[config.mk]
export PLATFORM = sky130hd
export DESIGN_NAME = relay_duplicate_window_forwarder_flat
export DESIGN_NICKNAME = d
export VERILOG_FILES = /design/src/rdwf_pkg.sv /design/src/rdwf_in_if.sv /design/src/rdwf_out_if.sv /design/src/relay_duplicate_window_forwarder.sv /design/src/flat_wrapper.sv
export VERILOG_INCLUDE_DIRS = /design/src /design/src/src
export SDC_FILE = /design/constraint.sdc
export NUM_CORES = 2
export LEC_CHECK = 0
export ABC_AREA = 1
export BUFFER_PORTS_ARGS = -buffer_cell sky130_fd_sc_hd__buf_2
export CAP_MARGIN = 20
export CELL_PAD_IN_SITES_DETAIL_PLACEMENT = 1
export CELL_PAD_IN_SITES_GLOBAL_PLACEMENT = 1
export CORE_MARGIN = 2
export CORE_UTILIZATION = 35
export CTS_CLUSTER_SIZE = 24
export DETAILED_ROUTE_END_ITERATION = 8
export GPL_TIMING_DRIVEN = 0
export PLACE_DENSITY_LB_ADDON = 0.12
export SYNTH_ARGS = -nofsm -noshare
export SYNTH_HDL_FRONTEND = slang
export SYNTH_SLANG_ARGS = --single-unit
[constraint.sdc]
create_clock -name clk -period 11.18 [get_ports clk]
set_input_delay 1.118 -clock clk [delete_from_list [all_inputs] [get_ports clk]]
set_output_delay 1.118 -clock clk [all_outputs]
set_load 0.05 [all_outputs]
[src/assert_macros.svh]
// ----------------------------------------------------------------------------
// Assertion macros
// Shared concurrent assertion shorthands; empty when SYNTHESIS is defined.
// ----------------------------------------------------------------------------
`ifndef ASSERT_MACROS_SVH
`define ASSERT_MACROS_SVH

`ifndef SYNTHESIS
// Same-cycle implication, disabled while reset is high.
`define ASSERT_IMPLIES(label, clk, rst, ante, cons) \
  label: assert property (@(posedge clk) disable iff (rst) (ante) |-> (cons)) \
    else $error("assertion failed: %m");
// Next-cycle implication, disabled while reset is high.
`define ASSERT_NEXT(label, clk, rst, ante, cons) \
  label: assert property (@(posedge clk) disable iff (rst) (ante) |=> (cons)) \
    else $error("assertion failed: %m");
`else
`define ASSERT_IMPLIES(label, clk, rst, ante, cons)
`define ASSERT_NEXT(label, clk, rst, ante, cons)
`endif

`endif

[src/rdwf_pkg.sv]
// ----------------------------------------------------------------------------
// rdwf_pkg
// Types, codes and helper functions of the duplicate window forwarder.
// ----------------------------------------------------------------------------
`default_nettype none

package rdwf_pkg;

  localparam logic [7:0] WAIT_MIN = 8'd61;
  localparam logic [7:0] WAIT_MAX = 8'd183;
  localparam logic [7:0] SAT8     = 8'd255;
  localparam logic [3:0] AGE_MAX  = 4'd15;
  localparam logic [4:0] MAX_RESULTS = 5'd16;

  localparam logic [7:0] OWN_LEVEL_RST = 8'd255;
  localparam logic       IS_GATEWAY_RST = 1'b0;
  localparam logic [7:0] MARGIN_RST    = 8'd1;
  localparam logic [7:0] HOP_LIMIT_RST = 8'd5;

  typedef enum logic [3:0] {
    EV_SUNK            = 4'd0,
    EV_DUP_BUFFERED    = 4'd1,
    EV_DUP_IGNORED     = 4'd2,
    EV_HOP_DROP        = 4'd3,
    EV_WINDOW_OPEN     = 4'd4,
    EV_TABLE_FULL      = 4'd5,
    EV_FORWARDED       = 4'd6,
    EV_SPATIAL_DISCARD = 4'd7,
    EV_FILTER_DISCARD  = 4'd8
  } event_t;

  typedef enum logic [1:0] {
    REG_OWN_LEVEL      = 2'd0,
    REG_IS_GATEWAY     = 2'd1,
    REG_RETREAT_MARGIN = 2'd2,
    REG_HOP_LIMIT      = 2'd3
  } reg_index_t;

  typedef enum logic {
    KIND_ARRIVAL = 1'b0,
    KIND_TICK    = 1'b1
  } kind_t;

  typedef enum logic [1:0] {
    ST_IDLE,
    ST_SCAN,
    ST_ARR_END,
    ST_TICK_END
  } state_t;

  typedef struct packed {
    logic [31:0] frame_id;
    logic [7:0]  ticks_left;
    logic [7:0]  best_hops;
    logic [7:0]  best_level;
    logic [7:0]  tie_count;
  } entry_t;

  typedef struct packed {
    event_t      ev;
    logic [31:0] frame_id;
    logic [7:0]  hop_count;
    logic [7:0]  level;
  } result_t;

  // Fold one candidate into an entry if it passes the retreat test.
  function automatic entry_t add_candidate(entry_t e, logic [7:0] hops, logic [7:0] lvl,
                                           logic [7:0] own, logic [7:0] margin);
    entry_t     r;
    logic [8:0] sum;
    r   = e;
    sum = {1'b0, lvl} + {1'b0, margin};
    if (sum > {1'b0, own}) begin
      if (e.tie_count == 8'd0 || hops < e.best_hops) begin
        r.best_hops  = hops;
        r.best_level = lvl;
        r.tie_count  = 8'd1;
      end else if (hops == e.best_hops) begin
        if (e.tie_count != SAT8) begin
          r.tie_count = e.tie_count + 8'd1;
        end
        if (lvl > e.best_level) begin
          r.best_level = lvl;
        end
      end
    end
    return r;
  endfunction

  function automatic logic [7:0] clamp_wait(logic [7:0] w);
    logic [7:0] r;
    r = w;
    if (w < WAIT_MIN) begin
      r = WAIT_MIN;
    end else if (w > WAIT_MAX) begin
      r = WAIT_MAX;
    end
    return r;
  endfunction

  // Decision for a window that closes.
  function automatic result_t expire_result(entry_t e, logic [7:0] own);
    result_t r;
    r.frame_id  = e.frame_id;
    r.hop_count = 8'd0;
    r.level     = 8'd0;
    if (e.tie_count == 8'd0) begin
      r.ev = EV_SPATIAL_DISCARD;
    end else if (e.tie_count > 8'd1 && e.best_level == 8'd0) begin
      r.ev = EV_FILTER_DISCARD;
    end else begin
      r.ev        = EV_FORWARDED;
      r.hop_count = (e.best_hops == SAT8) ? SAT8 : e.best_hops + 8'd1;
      r.level     = own;
    end
    return r;
  endfunction

endpackage

`default_nettype wire

[src/rdwf_in_if.sv]
// ----------------------------------------------------------------------------
// rdwf_in_if
// Input channel: packet arrivals and ticks with valid/ready handshake.
// ----------------------------------------------------------------------------
`default_nettype none

interface rdwf_in_if;
  logic       valid;
  logic       ready;
  logic       kind;
  logic [31:0] frame_id;
  logic [7:0] hop_count;
  logic [7:0] sender_level;
  logic [7:0] wait_ticks;

  modport source (output valid, kind, frame_id, hop_count, sender_level, wait_ticks,
                  input ready);
  modport sink (input valid, kind, frame_id, hop_count, sender_level, wait_ticks,
                output ready);
endinterface

`default_nettype wire

[src/rdwf_out_if.sv]
// ----------------------------------------------------------------------------
// rdwf_out_if
// Result channel: forwarding events with valid/ready handshake.
// ----------------------------------------------------------------------------
`default_nettype none

interface rdwf_out_if;
  logic        valid;
  logic        ready;
  logic [3:0]  event_res;
  logic [31:0] out_frame_id;
  logic [7:0]  out_hop_count;
  logic [7:0]  out_level;
  logic        last;

  modport source (output valid, event_res, out_frame_id, out_hop_count, out_level, last,
                  input ready);
  modport sink (input valid, event_res, out_frame_id, out_hop_count, out_level, last,
                output ready);
endinterface

`default_nettype wire

[src/relay_duplicate_window_forwarder.sv]
// ----------------------------------------------------------------------------
// relay_duplicate_window_forwarder
// Flood-forwarding decision of a relay with a duplicate-collection window.
// ----------------------------------------------------------------------------
// The block takes one item at a time. Every packet arrival (except on a
// gateway node) and every tick walks the frame table once through a single
// read port of the entry memory, one entry per cycle unless a tick stalls it,
// and ready stays low from the transfer until the block is back in idle; a
// gateway arrival skips the walk and goes straight to its final step. A full
// output register holds an arrival at its final step until the consumer takes
// the previous result. A tick that closes several windows emits one result per
// closed window in table order and stalls the walk whenever a result is still
// waiting on a full output register, so a slow consumer stretches the tick.
// Arrivals always give exactly one result with last set. Config writes land at
// once and are meant for idle periods only. No clearing pass is needed after
// reset: valid, open and age bits sit in flops that reset clears.
`default_nettype none
`include "assert_macros.svh"

module relay_duplicate_window_forwarder #(
  parameter int unsigned TABLE_DEPTH = 16
) (
  input  logic                    clk,
  input  logic                    rst,
  input  logic                    wr_en,
  input  logic [1:0]              wr_index,
  input  logic [7:0]              wr_data,
  rdwf_in_if.sink                 item,
  rdwf_out_if.source              result
);
  import rdwf_pkg::*;

  localparam int unsigned IW = (TABLE_DEPTH > 1) ? $clog2(TABLE_DEPTH) : 1;
  localparam logic [IW-1:0] LAST_IDX = IW'(TABLE_DEPTH - 1);

  // Configuration registers.
  logic [7:0] own_level;
  logic       is_gateway;
  logic [7:0] margin;
  logic [7:0] hop_limit;

  always_ff @(posedge clk) begin
    if (rst) begin
      own_level  <= OWN_LEVEL_RST;
      is_gateway <= IS_GATEWAY_RST;
      margin     <= MARGIN_RST;
      hop_limit  <= HOP_LIMIT_RST;
    end else if (wr_en) begin
      case (reg_index_t'(wr_index))
        REG_OWN_LEVEL:      own_level  <= wr_data;
        REG_IS_GATEWAY:     is_gateway <= wr_data[0];
        REG_RETREAT_MARGIN: margin     <= wr_data;
        REG_HOP_LIMIT:      hop_limit  <= wr_data;
        default: ;
      endcase
    end
  end

  // Current item, captured on transfer.
  logic        cur_tick;
  logic [31:0] cur_fid;
  logic [7:0]  cur_hops;
  logic [7:0]  cur_lvl;
  logic [7:0]  cur_wait;

  state_t state, state_next;

  // Walk pointers: ia issues the read, q/q_idx hold the entry read last cycle.
  logic [IW-1:0] ia;
  logic          iss;
  logic [IW-1:0] q_idx;
  logic          q_vld;
  entry_t        q;

  entry_t mem [TABLE_DEPTH];

  logic [TABLE_DEPTH-1:0] valid;
  logic [TABLE_DEPTH-1:0] wopen;
  logic [3:0]             age [TABLE_DEPTH];

  // Arrival walk results.
  logic          hit;
  logic [IW-1:0] hit_idx;
  entry_t        hit_word;
  logic          hit_open;
  logic          free_found;
  logic [IW-1:0] free_idx;
  logic          old_found;
  logic [IW-1:0] old_idx;
  logic [3:0]    old_age;

  // Tick: one closed window waits in pend until we know whether it is the last.
  logic          pend_vld;
  result_t       pend;
  logic [4:0]    n_res;

  // Output register.
  logic          out_valid;
  result_t       out_res;
  logic          out_last;

  // Combinational control.
  logic          accept;
  logic          out_free;
  logic          q_v, q_o;
  logic [3:0]    q_a;
  logic          tk_live, tk_expire, stall, adv, scan_done;
  logic          slot_ok;
  logic [IW-1:0] slot;
  event_t        arr_ev;
  logic          arr_fire;
  logic          mem_we;
  logic [IW-1:0] mem_wa;
  entry_t        mem_wd;
  entry_t        new_word;
  logic          out_load;
  result_t       out_load_res;
  logic          out_load_last;

  assign accept   = item.valid && item.ready;
  assign out_free = !out_valid || result.ready;

  assign q_v = valid[q_idx];
  assign q_o = wopen[q_idx];
  assign q_a = age[q_idx];

  // A live window on a tick either counts down, expires or is deferred.
  assign tk_live   = (state == ST_SCAN) && cur_tick && q_vld && q_v && q_o;
  assign tk_expire = tk_live && (q.ticks_left <= 8'd1) && (n_res < MAX_RESULTS);
  // Hold the walk while the previous closed window cannot move out.
  assign stall     = tk_expire && pend_vld && !out_free;
  assign adv       = !stall;
  assign scan_done = (state == ST_SCAN) && q_vld && (q_idx == LAST_IDX) && adv;

  // Replacement: lowest free entry, else the oldest closed entry.
  assign slot_ok = free_found || old_found;
  assign slot    = free_found ? free_idx : old_idx;

  always_comb begin
    new_word            = '0;
    new_word.frame_id   = cur_fid;
    new_word.ticks_left = clamp_wait(cur_wait);
    new_word            = add_candidate(new_word, cur_hops, cur_lvl, own_level, margin);
  end

  always_comb begin
    if (is_gateway) begin
      arr_ev = EV_SUNK;
    end else if (hit) begin
      arr_ev = hit_open ? EV_DUP_BUFFERED : EV_DUP_IGNORED;
    end else if (cur_hops >= hop_limit) begin
      arr_ev = EV_HOP_DROP;
    end else if (!slot_ok) begin
      arr_ev = EV_TABLE_FULL;
    end else begin
      arr_ev = EV_WINDOW_OPEN;
    end
  end

  assign arr_fire = (state == ST_ARR_END) && out_free;

  // Memory write port: tick write-back during the walk, or the arrival update.
  always_comb begin
    mem_we = 1'b0;
    mem_wa = q_idx;
    mem_wd = q;
    if (tk_live && adv) begin
      mem_we = 1'b1;
      if (q.ticks_left > 8'd1) begin
        mem_wd.ticks_left = q.ticks_left - 8'd1;
      end else if (tk_expire) begin
        mem_wd.ticks_left = 8'd0;
      end else begin
        mem_wd.ticks_left = 8'd1;
      end
    end else if (arr_fire && arr_ev == EV_DUP_BUFFERED) begin
      mem_we = 1'b1;
      mem_wa = hit_idx;
      mem_wd = add_candidate(hit_word, cur_hops, cur_lvl, own_level, margin);
    end else if (arr_fire && arr_ev == EV_WINDOW_OPEN) begin
      mem_we = 1'b1;
      mem_wa = slot;
      mem_wd = new_word;
    end
  end

  // Output register load sources.
  always_comb begin
    out_load      = 1'b0;
    out_load_res  = pend;
    out_load_last = 1'b0;
    if (tk_expire && adv && pend_vld) begin
      out_load = 1'b1;
    end else if (state == ST_TICK_END && pend_vld && out_free) begin
      out_load      = 1'b1;
      out_load_last = 1'b1;
    end else if (arr_fire) begin
      out_load              = 1'b1;
      out_load_last         = 1'b1;
      out_load_res.ev        = arr_ev;
      out_load_res.frame_id  = cur_fid;
      out_load_res.hop_count = 8'd0;
      out_load_res.level     = 8'd0;
    end
  end

  // Next state.
  always_comb begin
    state_next = state;
    case (state)
      ST_IDLE: begin
        if (accept) begin
          if (item.kind == KIND_TICK || !is_gateway) begin
            state_next = ST_SCAN;
          end else begin
            state_next = ST_ARR_END;
          end
        end
      end
      ST_SCAN: begin
        if (scan_done) begin
          state_next = cur_tick ? ST_TICK_END : ST_ARR_END;
        end
      end
      ST_ARR_END: begin
        if (out_free) begin
          state_next = ST_IDLE;
        end
      end
      ST_TICK_END: begin
        if (!pend_vld || out_free) begin
          state_next = ST_IDLE;
        end
      end
      default: state_next = ST_IDLE;
    endcase
  end

  always_ff @(posedge clk) begin
    if (rst) begin
      state <= ST_IDLE;
    end else begin
      state <= state_next;
    end
  end

  // Capture the item on transfer.
  always_ff @(posedge clk) begin
    if (accept) begin
      cur_tick <= (item.kind == KIND_TICK);
      cur_fid  <= item.frame_id;
      cur_hops <= item.hop_count;
      cur_lvl  <= item.sender_level;
      cur_wait <= item.wait_ticks;
    end
  end

  // Entry memory: one read port for the walk, one write port.
  always_ff @(posedge clk) begin
    if (state == ST_SCAN && adv && iss) begin
      q <= mem[ia];
    end
  end

  always_ff @(posedge clk) begin
    if (mem_we) begin
      mem[mem_wa] <= mem_wd;
    end
  end

  // Walk sequencer and arrival search.
  always_ff @(posedge clk) begin
    if (rst) begin
      iss        <= 1'b0;
      q_vld      <= 1'b0;
      hit        <= 1'b0;
      free_found <= 1'b0;
      old_found  <= 1'b0;
      ia         <= '0;
    end else if (accept) begin
      ia         <= '0;
      iss        <= 1'b1;
      q_vld      <= 1'b0;
      hit        <= 1'b0;
      free_found <= 1'b0;
      old_found  <= 1'b0;
    end else if (state == ST_SCAN && adv) begin
      if (iss) begin
        q_idx <= ia;
        ia    <= ia + 1'b1;
        iss   <= (ia != LAST_IDX);
      end
      q_vld <= iss;
      if (q_vld && !cur_tick) begin
        if (q_v && q.frame_id == cur_fid && !hit) begin
          hit      <= 1'b1;
          hit_idx  <= q_idx;
          hit_word <= q;
          hit_open <= q_o;
        end
        if (!q_v && !free_found) begin
          free_found <= 1'b1;
          free_idx   <= q_idx;
        end
        if (!q_o && (!old_found || q_a > old_age)) begin
          old_found <= 1'b1;
          old_idx   <= q_idx;
          old_age   <= q_a;
        end
      end
    end
  end

  // Valid, open and age flags.
  always_ff @(posedge clk) begin
    if (rst) begin
      valid <= '0;
      wopen <= '0;
      for (int e = 0; e < TABLE_DEPTH; e++) begin
        age[e] <= '0;
      end
    end else if (tk_expire && adv) begin
      wopen[q_idx] <= 1'b0;
    end else if (arr_fire && arr_ev == EV_WINDOW_OPEN) begin
      valid[slot] <= 1'b1;
      wopen[slot] <= 1'b1;
      // Age every other valid entry; the new one starts fresh.
      for (int e = 0; e < TABLE_DEPTH; e++) begin
        if (IW'(e) == slot) begin
          age[e] <= '0;
        end else if (valid[e] && age[e] != AGE_MAX) begin
          age[e] <= age[e] + 4'd1;
        end
      end
    end
  end

  // Pending closed window and result count of the tick.
  always_ff @(posedge clk) begin
    if (rst) begin
      pend_vld <= 1'b0;
      n_res    <= '0;
    end else if (accept) begin
      pend_vld <= 1'b0;
      n_res    <= '0;
    end else if (tk_expire && adv) begin
      pend_vld <= 1'b1;
      pend     <= expire_result(q, own_level);
      n_res    <= n_res + 5'd1;
    end else if (state == ST_TICK_END && out_free) begin
      pend_vld <= 1'b0;
    end
  end

  // Output register: parts the walk from the consumer.
  always_ff @(posedge clk) begin
    if (rst) begin
      out_valid <= 1'b0;
    end else if (out_load) begin
      out_valid <= 1'b1;
    end else if (result.ready) begin
      out_valid <= 1'b0;
    end
  end

  always_ff @(posedge clk) begin
    if (out_load) begin
      out_res  <= out_load_res;
      out_last <= out_load_last;
    end
  end

  assign item.ready           = (state == ST_IDLE);
  assign result.valid         = out_valid;
  assign result.event_res     = out_res.ev;
  assign result.out_frame_id  = out_res.frame_id;
  assign result.out_hop_count = out_res.hop_count;
  assign result.out_level     = out_res.level;
  assign result.last          = out_last;

  // Ready drops after every transfer.
  `ASSERT_NEXT(a_busy_after_accept, clk, rst, accept, !item.ready)
  // A held closed window only exists while a tick is in progress.
  `ASSERT_IMPLIES(a_pend_in_tick, clk, rst, pend_vld, cur_tick && (state == ST_SCAN || state == ST_TICK_END))
  // The table never changes while idle.
  `ASSERT_IMPLIES(a_write_busy, clk, rst, mem_we, state != ST_IDLE)

endmodule

`default_nettype wire

[src/flat_wrapper.sv]
// flat-port wrapper written by rule: the top's interface ports become plain ports
module relay_duplicate_window_forwarder_flat import rdwf_pkg::*;
#(
  parameter int unsigned TABLE_DEPTH = 16
)
  (clk, rst, wr_en, wr_index, wr_data, item_valid, item_kind, item_frame_id, item_hop_count, item_sender_level, item_wait_ticks, item_ready, result_valid, result_event_res, result_out_frame_id, result_out_hop_count, result_out_level, result_last, result_ready);
  rdwf_in_if item_i ();
  rdwf_out_if result_i ();
  input  logic clk;
  input  logic rst;
  input  logic wr_en;
  input  logic [1:0] wr_index;
  input  logic [7:0] wr_data;
  input wire logic [$bits(item_i.valid)-1:0] item_valid;
  input wire logic [$bits(item_i.kind)-1:0] item_kind;
  input wire logic [$bits(item_i.frame_id)-1:0] item_frame_id;
  input wire logic [$bits(item_i.hop_count)-1:0] item_hop_count;
  input wire logic [$bits(item_i.sender_level)-1:0] item_sender_level;
  input wire logic [$bits(item_i.wait_ticks)-1:0] item_wait_ticks;
  output wire logic [$bits(item_i.ready)-1:0] item_ready;
  output wire logic [$bits(result_i.valid)-1:0] result_valid;
  output wire logic [$bits(result_i.event_res)-1:0] result_event_res;
  output wire logic [$bits(result_i.out_frame_id)-1:0] result_out_frame_id;
  output wire logic [$bits(result_i.out_hop_count)-1:0] result_out_hop_count;
  output wire logic [$bits(result_i.out_level)-1:0] result_out_level;
  output wire logic [$bits(result_i.last)-1:0] result_last;
  input wire logic [$bits(result_i.ready)-1:0] result_ready;
  assign item_i.valid = item_valid;
  assign item_i.kind = item_kind;
  assign item_i.frame_id = item_frame_id;
  assign item_i.hop_count = item_hop_count;
  assign item_i.sender_level = item_sender_level;
  assign item_i.wait_ticks = item_wait_ticks;
  assign item_ready = item_i.ready;
  assign result_valid = result_i.valid;
  assign result_event_res = result_i.event_res;
  assign result_out_frame_id = result_i.out_frame_id;
  assign result_out_hop_count = result_i.out_hop_count;
  assign result_out_level = result_i.out_level;
  assign result_last = result_i.last;
  assign result_i.ready = result_ready;
  relay_duplicate_window_forwarder #(.TABLE_DEPTH(TABLE_DEPTH)) u_core (.clk(clk), .rst(rst), .wr_en(wr_en), .wr_index(wr_index), .wr_data(wr_data), .item(item_i), .result(result_i));
endmodule
Word-level counts from Yosys, hierarchy flattened
Memory sizes are Yosys's and may differ from the RTL's. A register that Yosys moved wholly into a read port is not among the register bits.
Cells that the tools add are included.

word-level totals
  logic and storage cells = 532
  flip-flop bits (word level) = 322
  output and inout bits = 55
  RAM bits = 1088
  memories kept = 2
  input bits = 72

memories
  memory      depth  width  read ports  clocked after memory_dff  write ports  RTL line                                text
  u_core.mem  16     64     1           1                         1            relay_duplicate_window_forwarder.sv:75  entry_t mem [TABLE_DEPTH];
  u_core.age  16     4      17          1                         16           relay_duplicate_window_forwarder.sv:79  logic [3:0] age [TABLE_DEPTH];

operators by class
  add/sub/neg operators = 22
  equal/unequal tests = 49
  mux-type cells = 273
  reductions and logical operators = 91
  bitwise operators = 39
  order comparisons = 15

operators by type and width
  cell                   count
  $mux W1                200
  $mux W4                41
  $mux W52               3
  $mux W64               2
  $mux W24               3
  $add A4 B1 Y4 const B  17
  $ne A4 B4 Y1 const B   17
  $mux W16               4
  $mux W8                8
  $logic_and A1 B1 Y1    47
  $eq A32 B32 Y1         1
  $eq A4 B4 Y1 const A   8
  $mux W32               1
  $or A1 B1 Y1           32
  $or A16 B16 Y16        2
  $logic_not A8 Y1       3
  $add A8 B1 Y8 const B  2
  $and A16 B16 Y16       1
  $eq A3 B4 Y1 const A   4
  $gt A8 B1 Y1 const B   2
  $not A16 Y16           1
  $reduce_and A5 Y1      3
  $mux W2                6
  $reduce_and A2 Y1      6
  other kinds (38)       75

Longest topological paths before layout
  word-level depth = 16
  gate-level depth with buffers = 20
  gate-level depth less buffers = 20

Worst setup path after synthesis
Ideal clock, no wire load.

  path type = input to register
  from = in item_valid
  to = reg u_core.hit_idx[0], enable pin
  data required time = 10.683 ns
  stages on the path = 7
  slack = 4.932 ns
  arrival = 5.752 ns
  buffers on the path = 0
  setup time = 0.497 ns
  path through = inv_1 nor2_1 nor2_1 inv_1 nor4_1 nand4_1 nor2_1

on the way
  word-level cells in the longest chain between the ends = 3

ends and longest elaborated chain
  item                         RTL line                                 text
  start: declaration           flat_wrapper.sv:14                       input wire logic [$bits(item_i.valid)-1:0] item_valid;
  $logic_and A1 B1 Y1          relay_duplicate_window_forwarder.sv:120  assign accept = item.valid && item.ready;
  via u_core.accept            relay_duplicate_window_forwarder.sv:103  logic accept;
  $not A1 Y1 (no line)         n/a
  $reduce_and A5 Y1 (no line)  n/a
  end signal: assignment       relay_duplicate_window_forwarder.sv:297  hit_idx <= q_idx;
  end: declaration             relay_duplicate_window_forwarder.sv:83   logic [IW-1:0] hit_idx;

The timed path passes the listed nets, and every way through them passes these cells.
A chain may end at the register's enable or synchronous reset.

==> impl_results.md <==
- Status: finished clean
- Clk slew on worst S/H paths: 0.06 ns
- Dominant cells by area after synthesis: edfxtp_1 (69%), nor2_1 (5.0%), nand2_1 (3.5%)
- TritonCTS clock tree: yes
- Final std cells w/o fill: between 7000 and 8000
- Final-report max-slew violation count: 0
- Core area: 173000 µm²
- Reg2reg path depth: 16
- LEAKAGE: around 24 nW
- Drt wl/cell: approximately 27 µm
- Hold WS: roughly 0.43 ns
- Startpoint types: flip-flop
- Worst path required time: approximately 11 ns
- First-pass GRT wire length: 305 mm
- Clock Tree Root: clkbuf_16
- CTS max path bufs: 3
- Postcts setup bufs: 0
- CP endpoint kind: flip-flop
- Worst flop-to-flop path endpoint: u_core.mem[15][21]
- CP Max Fanout: 16
- Vias in the first global route: between 40000 and 50000
- Synth area leader: edfxtp_1
- Pre-CTS setup slack: around 6.1 ns
- P per Cell Area: 174 nW/µm²
- H-tree Lvls: 4
- Worst Skew: ~0.031 ns
- Layout cells sized above 1: between 10% and 20%
- Fillers: 18200
- Number of iterations in the first detailed-routing pass: 5
- Fin crit share: 43.9%
- DRC viols: 0
- Nets@finish: 5358
- Flop2flop setup slack: ~6.3 ns
- Post-synth ARST share: 0%
- Hold Vio Cnt, Final: 0
- Unique masters post-synth: 54
- Slack of the critical path: 6.27 ns
- Post-route cell area: around 70000 µm²
- Num ports: ~130
- Num Clock Sinks: around 1500
- Via count: between 40000 and 50000
- Later-pin clock latency in the skew report: between 0.8 and 0.9 ns
- Commonest register cell after synthesis: edfxtp_1
- Die area: roughly 180000 µm²
- Die W: roughly 420 µm
- Drt initial violations: approximately 3600
- Hold EP: u_core.q_idx[2]
- Initial Utilization: between 30% and 40%
- Util after Layout: between 40% and 50%
- Routability Congestion: approximately 0.82
- Gates resized, CTS repair: 0
- Hold crit path type: flip-flop to flip-flop
- FP Rows: 153
- Endpoints failing setup: 0
- Mapped cell area: between 60000 and 70000 µm²
- Share of the yosys chip area belonging to registers: between 70% and 80%
- Largest net degree at the start of global routing: 36
- GRT Util Overall: 23.5%
- Hold-fix buffers at CTS: 0
- Rel. slew slack: roughly a quarter
- TritonCTS Buffers: about 170
- WL final: about 210 mm
- Post-Syn Instances: 4836
- FMAX: 204 MHz
- Kind of critical path: flip-flop to flip-flop
- Maximum VDD drop: 0.000124 V
- Antenna violations before repair: 12
- # placed instances: 7367
- Height of the chip: between 400 and 500 µm
- Min-delay src: u_core.ia[2]
- Total gr overflow: 0
- CP arrival: a little over 5 ns
- Layout area overhead: 17.0%
- Maxcap violations: 0
- Hpwl dp: about 150 mm
- Synthesized flop and latch total: 1477
- Post-DR vias/cell: 5.35
- WHS Path Cells: 0
- Synth warnings: 0
- Post-synth EDFFs: 1398
- Syn avg cell area: 12.6 µm²
- Port Buffers: between 100 and 150
- RSZ-0062 raised after global routing: false
- Worst-Margin Slew: about 1.1 ns
- Minimum clock period: approximately 4.9 ns
- Worst R2R Start: u_core.cur_lvl[0]
- Syn nets: 4976
- Post-route ant nets: 0
- Area share of the largest cell type after synthesis: roughly 69%
- Placed cell areas: approximately 66000 µm²
==> metal layers <==
metal  part of all wire [%]  track usage [%]
met5                      0                0
met4                    2.4             6.32
met3                    5.4             3.69
met2                     48             39.1
met1                     44             32.0
==> power by group <==
group | switching [W] | internal [W]
clock network | 0.00229 | 0.00290
logic | 0.000715 | 0.000236
registers | 0.0000951 | 0.00618
total | 0.00310 | 0.00931
==> logic make-up after synthesis <==
family,synth area share (%)
xor+xnor,0.849
simple gates,11.2
flops,71.6
fa+ha+maj,1.41
compound gates,9.82
mux,1.69
buf+inv,3.45
==> Yosys cell counts, drive strengths merged, types with 79 or more instances <==
| library cell | count |
|---|---|
| mux2i | 103 |
| edfxtp | 1398 |
| o32ai | 155 |
| dfxtp | 79 |
| o21ai | 431 |
| nand3 | 216 |
| a21oi | 103 |
| buf | 81 |
| nand2 | 572 |
| inv | 256 |
| nor2 | 814 |
| o221ai | 113 |
| clkbuf | 184 |
==> final cells by class <==
class | instances | area [µm²] | area share, %
Multi-Input combinational cell | 2835 | 15400 | 21.6
Tap cell | 2325 | 2910 | 4.08
Timing Repair Buffer | 212 | 2140 | 3.01
Sequential cell | 1477 | 43600 | 61.2
Clock inverter | 94 | 673 | 0.945
Antenna cell | 4 | 10.0 | 0.0141
Inverter | 259 | 975 | 1.37
Clock buffer | 211 | 4420 | 6.20
Buffer | 265 | 1140 | 1.59
==> metrics by stage <==
step,TNS (ns),power [W]
after floorplan,0,0.00688
after global placement,-54.41,0.00732
after detailed placement,0,0.00735
after CTS,0,0.0125
after global routing,0,0.0128
final,0,0.0124
==> worst max-delay path, stage by stage, from the launching register on <==
cell	delay, ns
edfxtp_1	0.43
ha_1	0.21
inv_1	0.06
fa_1	0.40
o21ai_1	0.24
a21oi_1	0.10
o21ai_1	0.21
xor2_1	0.22
ha_1	0.28
and3_1	0.18
nand3b_1	0.08
nand2_1	0.10
nand2_1	0.28
clkbuf_1	0.44
o21ai_0	0.15
nand2_1	0.08
nand3_1	0.80
==> cell usage in the layout (no fill, tap or decap), drive strengths merged, types with 2 or more instances in the layout <==
| cell type | count |
|---|---|
| edfxtp | 1398 |
| mux2i | 103 |
| o21a | 2 |
| o21ai | 431 |
| nor4 | 9 |
| nand3b | 3 |
| xor2 | 41 |
| clkinvlp | 4 |
| a31oi | 6 |
| or2 | 9 |
| o32ai | 155 |
| nand2 | 572 |
| nand3 | 216 |
| ha | 67 |
| clkinv | 83 |
| nand4 | 19 |
| clkbuf | 395 |
| nor2 | 814 |
| inv | 262 |
| a21boi | 3 |
| dfxtp | 79 |
| buf | 293 |
| o221ai | 113 |
| xnor2 | 18 |
| o21bai | 2 |
| a21oi | 103 |
| diode | 4 |
| bufinv | 4 |
| o211ai | 58 |
| o22ai | 45 |
| a211oi | 12 |
| nor3 | 27 |
==> how the worst max path moves through the flow <==
stage	slack, ns	to	start	cells past startpoint
2_1_floorplan	4.93	u_core.hit_idx[0]	item_valid	7
3_3_place_gp	-0.66	u_core.hit_word[40]	item_valid	8
3_5_place_dp	6.15	u_core.mem[15][26]	result_ready	13
4_1_cts	6.21	u_core.mem[0][19]	u_core.cur_lvl[0]	16
5_1_grt	5.87	u_core.mem[0][19]	u_core.cur_lvl[0]	16
6_report	6.27	u_core.mem[15][21]	u_core.cur_lvl[0]	16
==> state kept, by name (all words and copies together), names as in the netlist, 5 cells and up, named ones only <==
| register | count |
|---|---|
| u_core.n_res | 5 |
| u_core.cur_wait | 8 |
| u_core.pend | 51 |
| u_core.age | 64 |
| u_core.wopen | 16 |
| u_core.mem | 1024 |
| u_core.q | 64 |
| u_core.cur_fid | 32 |
| u_core.cur_lvl | 8 |
| u_core.result.out_hop_count | 8 |
| u_core.result.out_level | 8 |
| u_core.hop_limit | 8 |
| u_core.result.out_frame_id | 32 |
| u_core.margin | 8 |
| u_core.own_level | 8 |
| u_core.cur_hops | 8 |
| u_core.valid | 16 |
| u_core.hit_word | 64 |
Note: power is estimated with default switching activity, not from simulation.
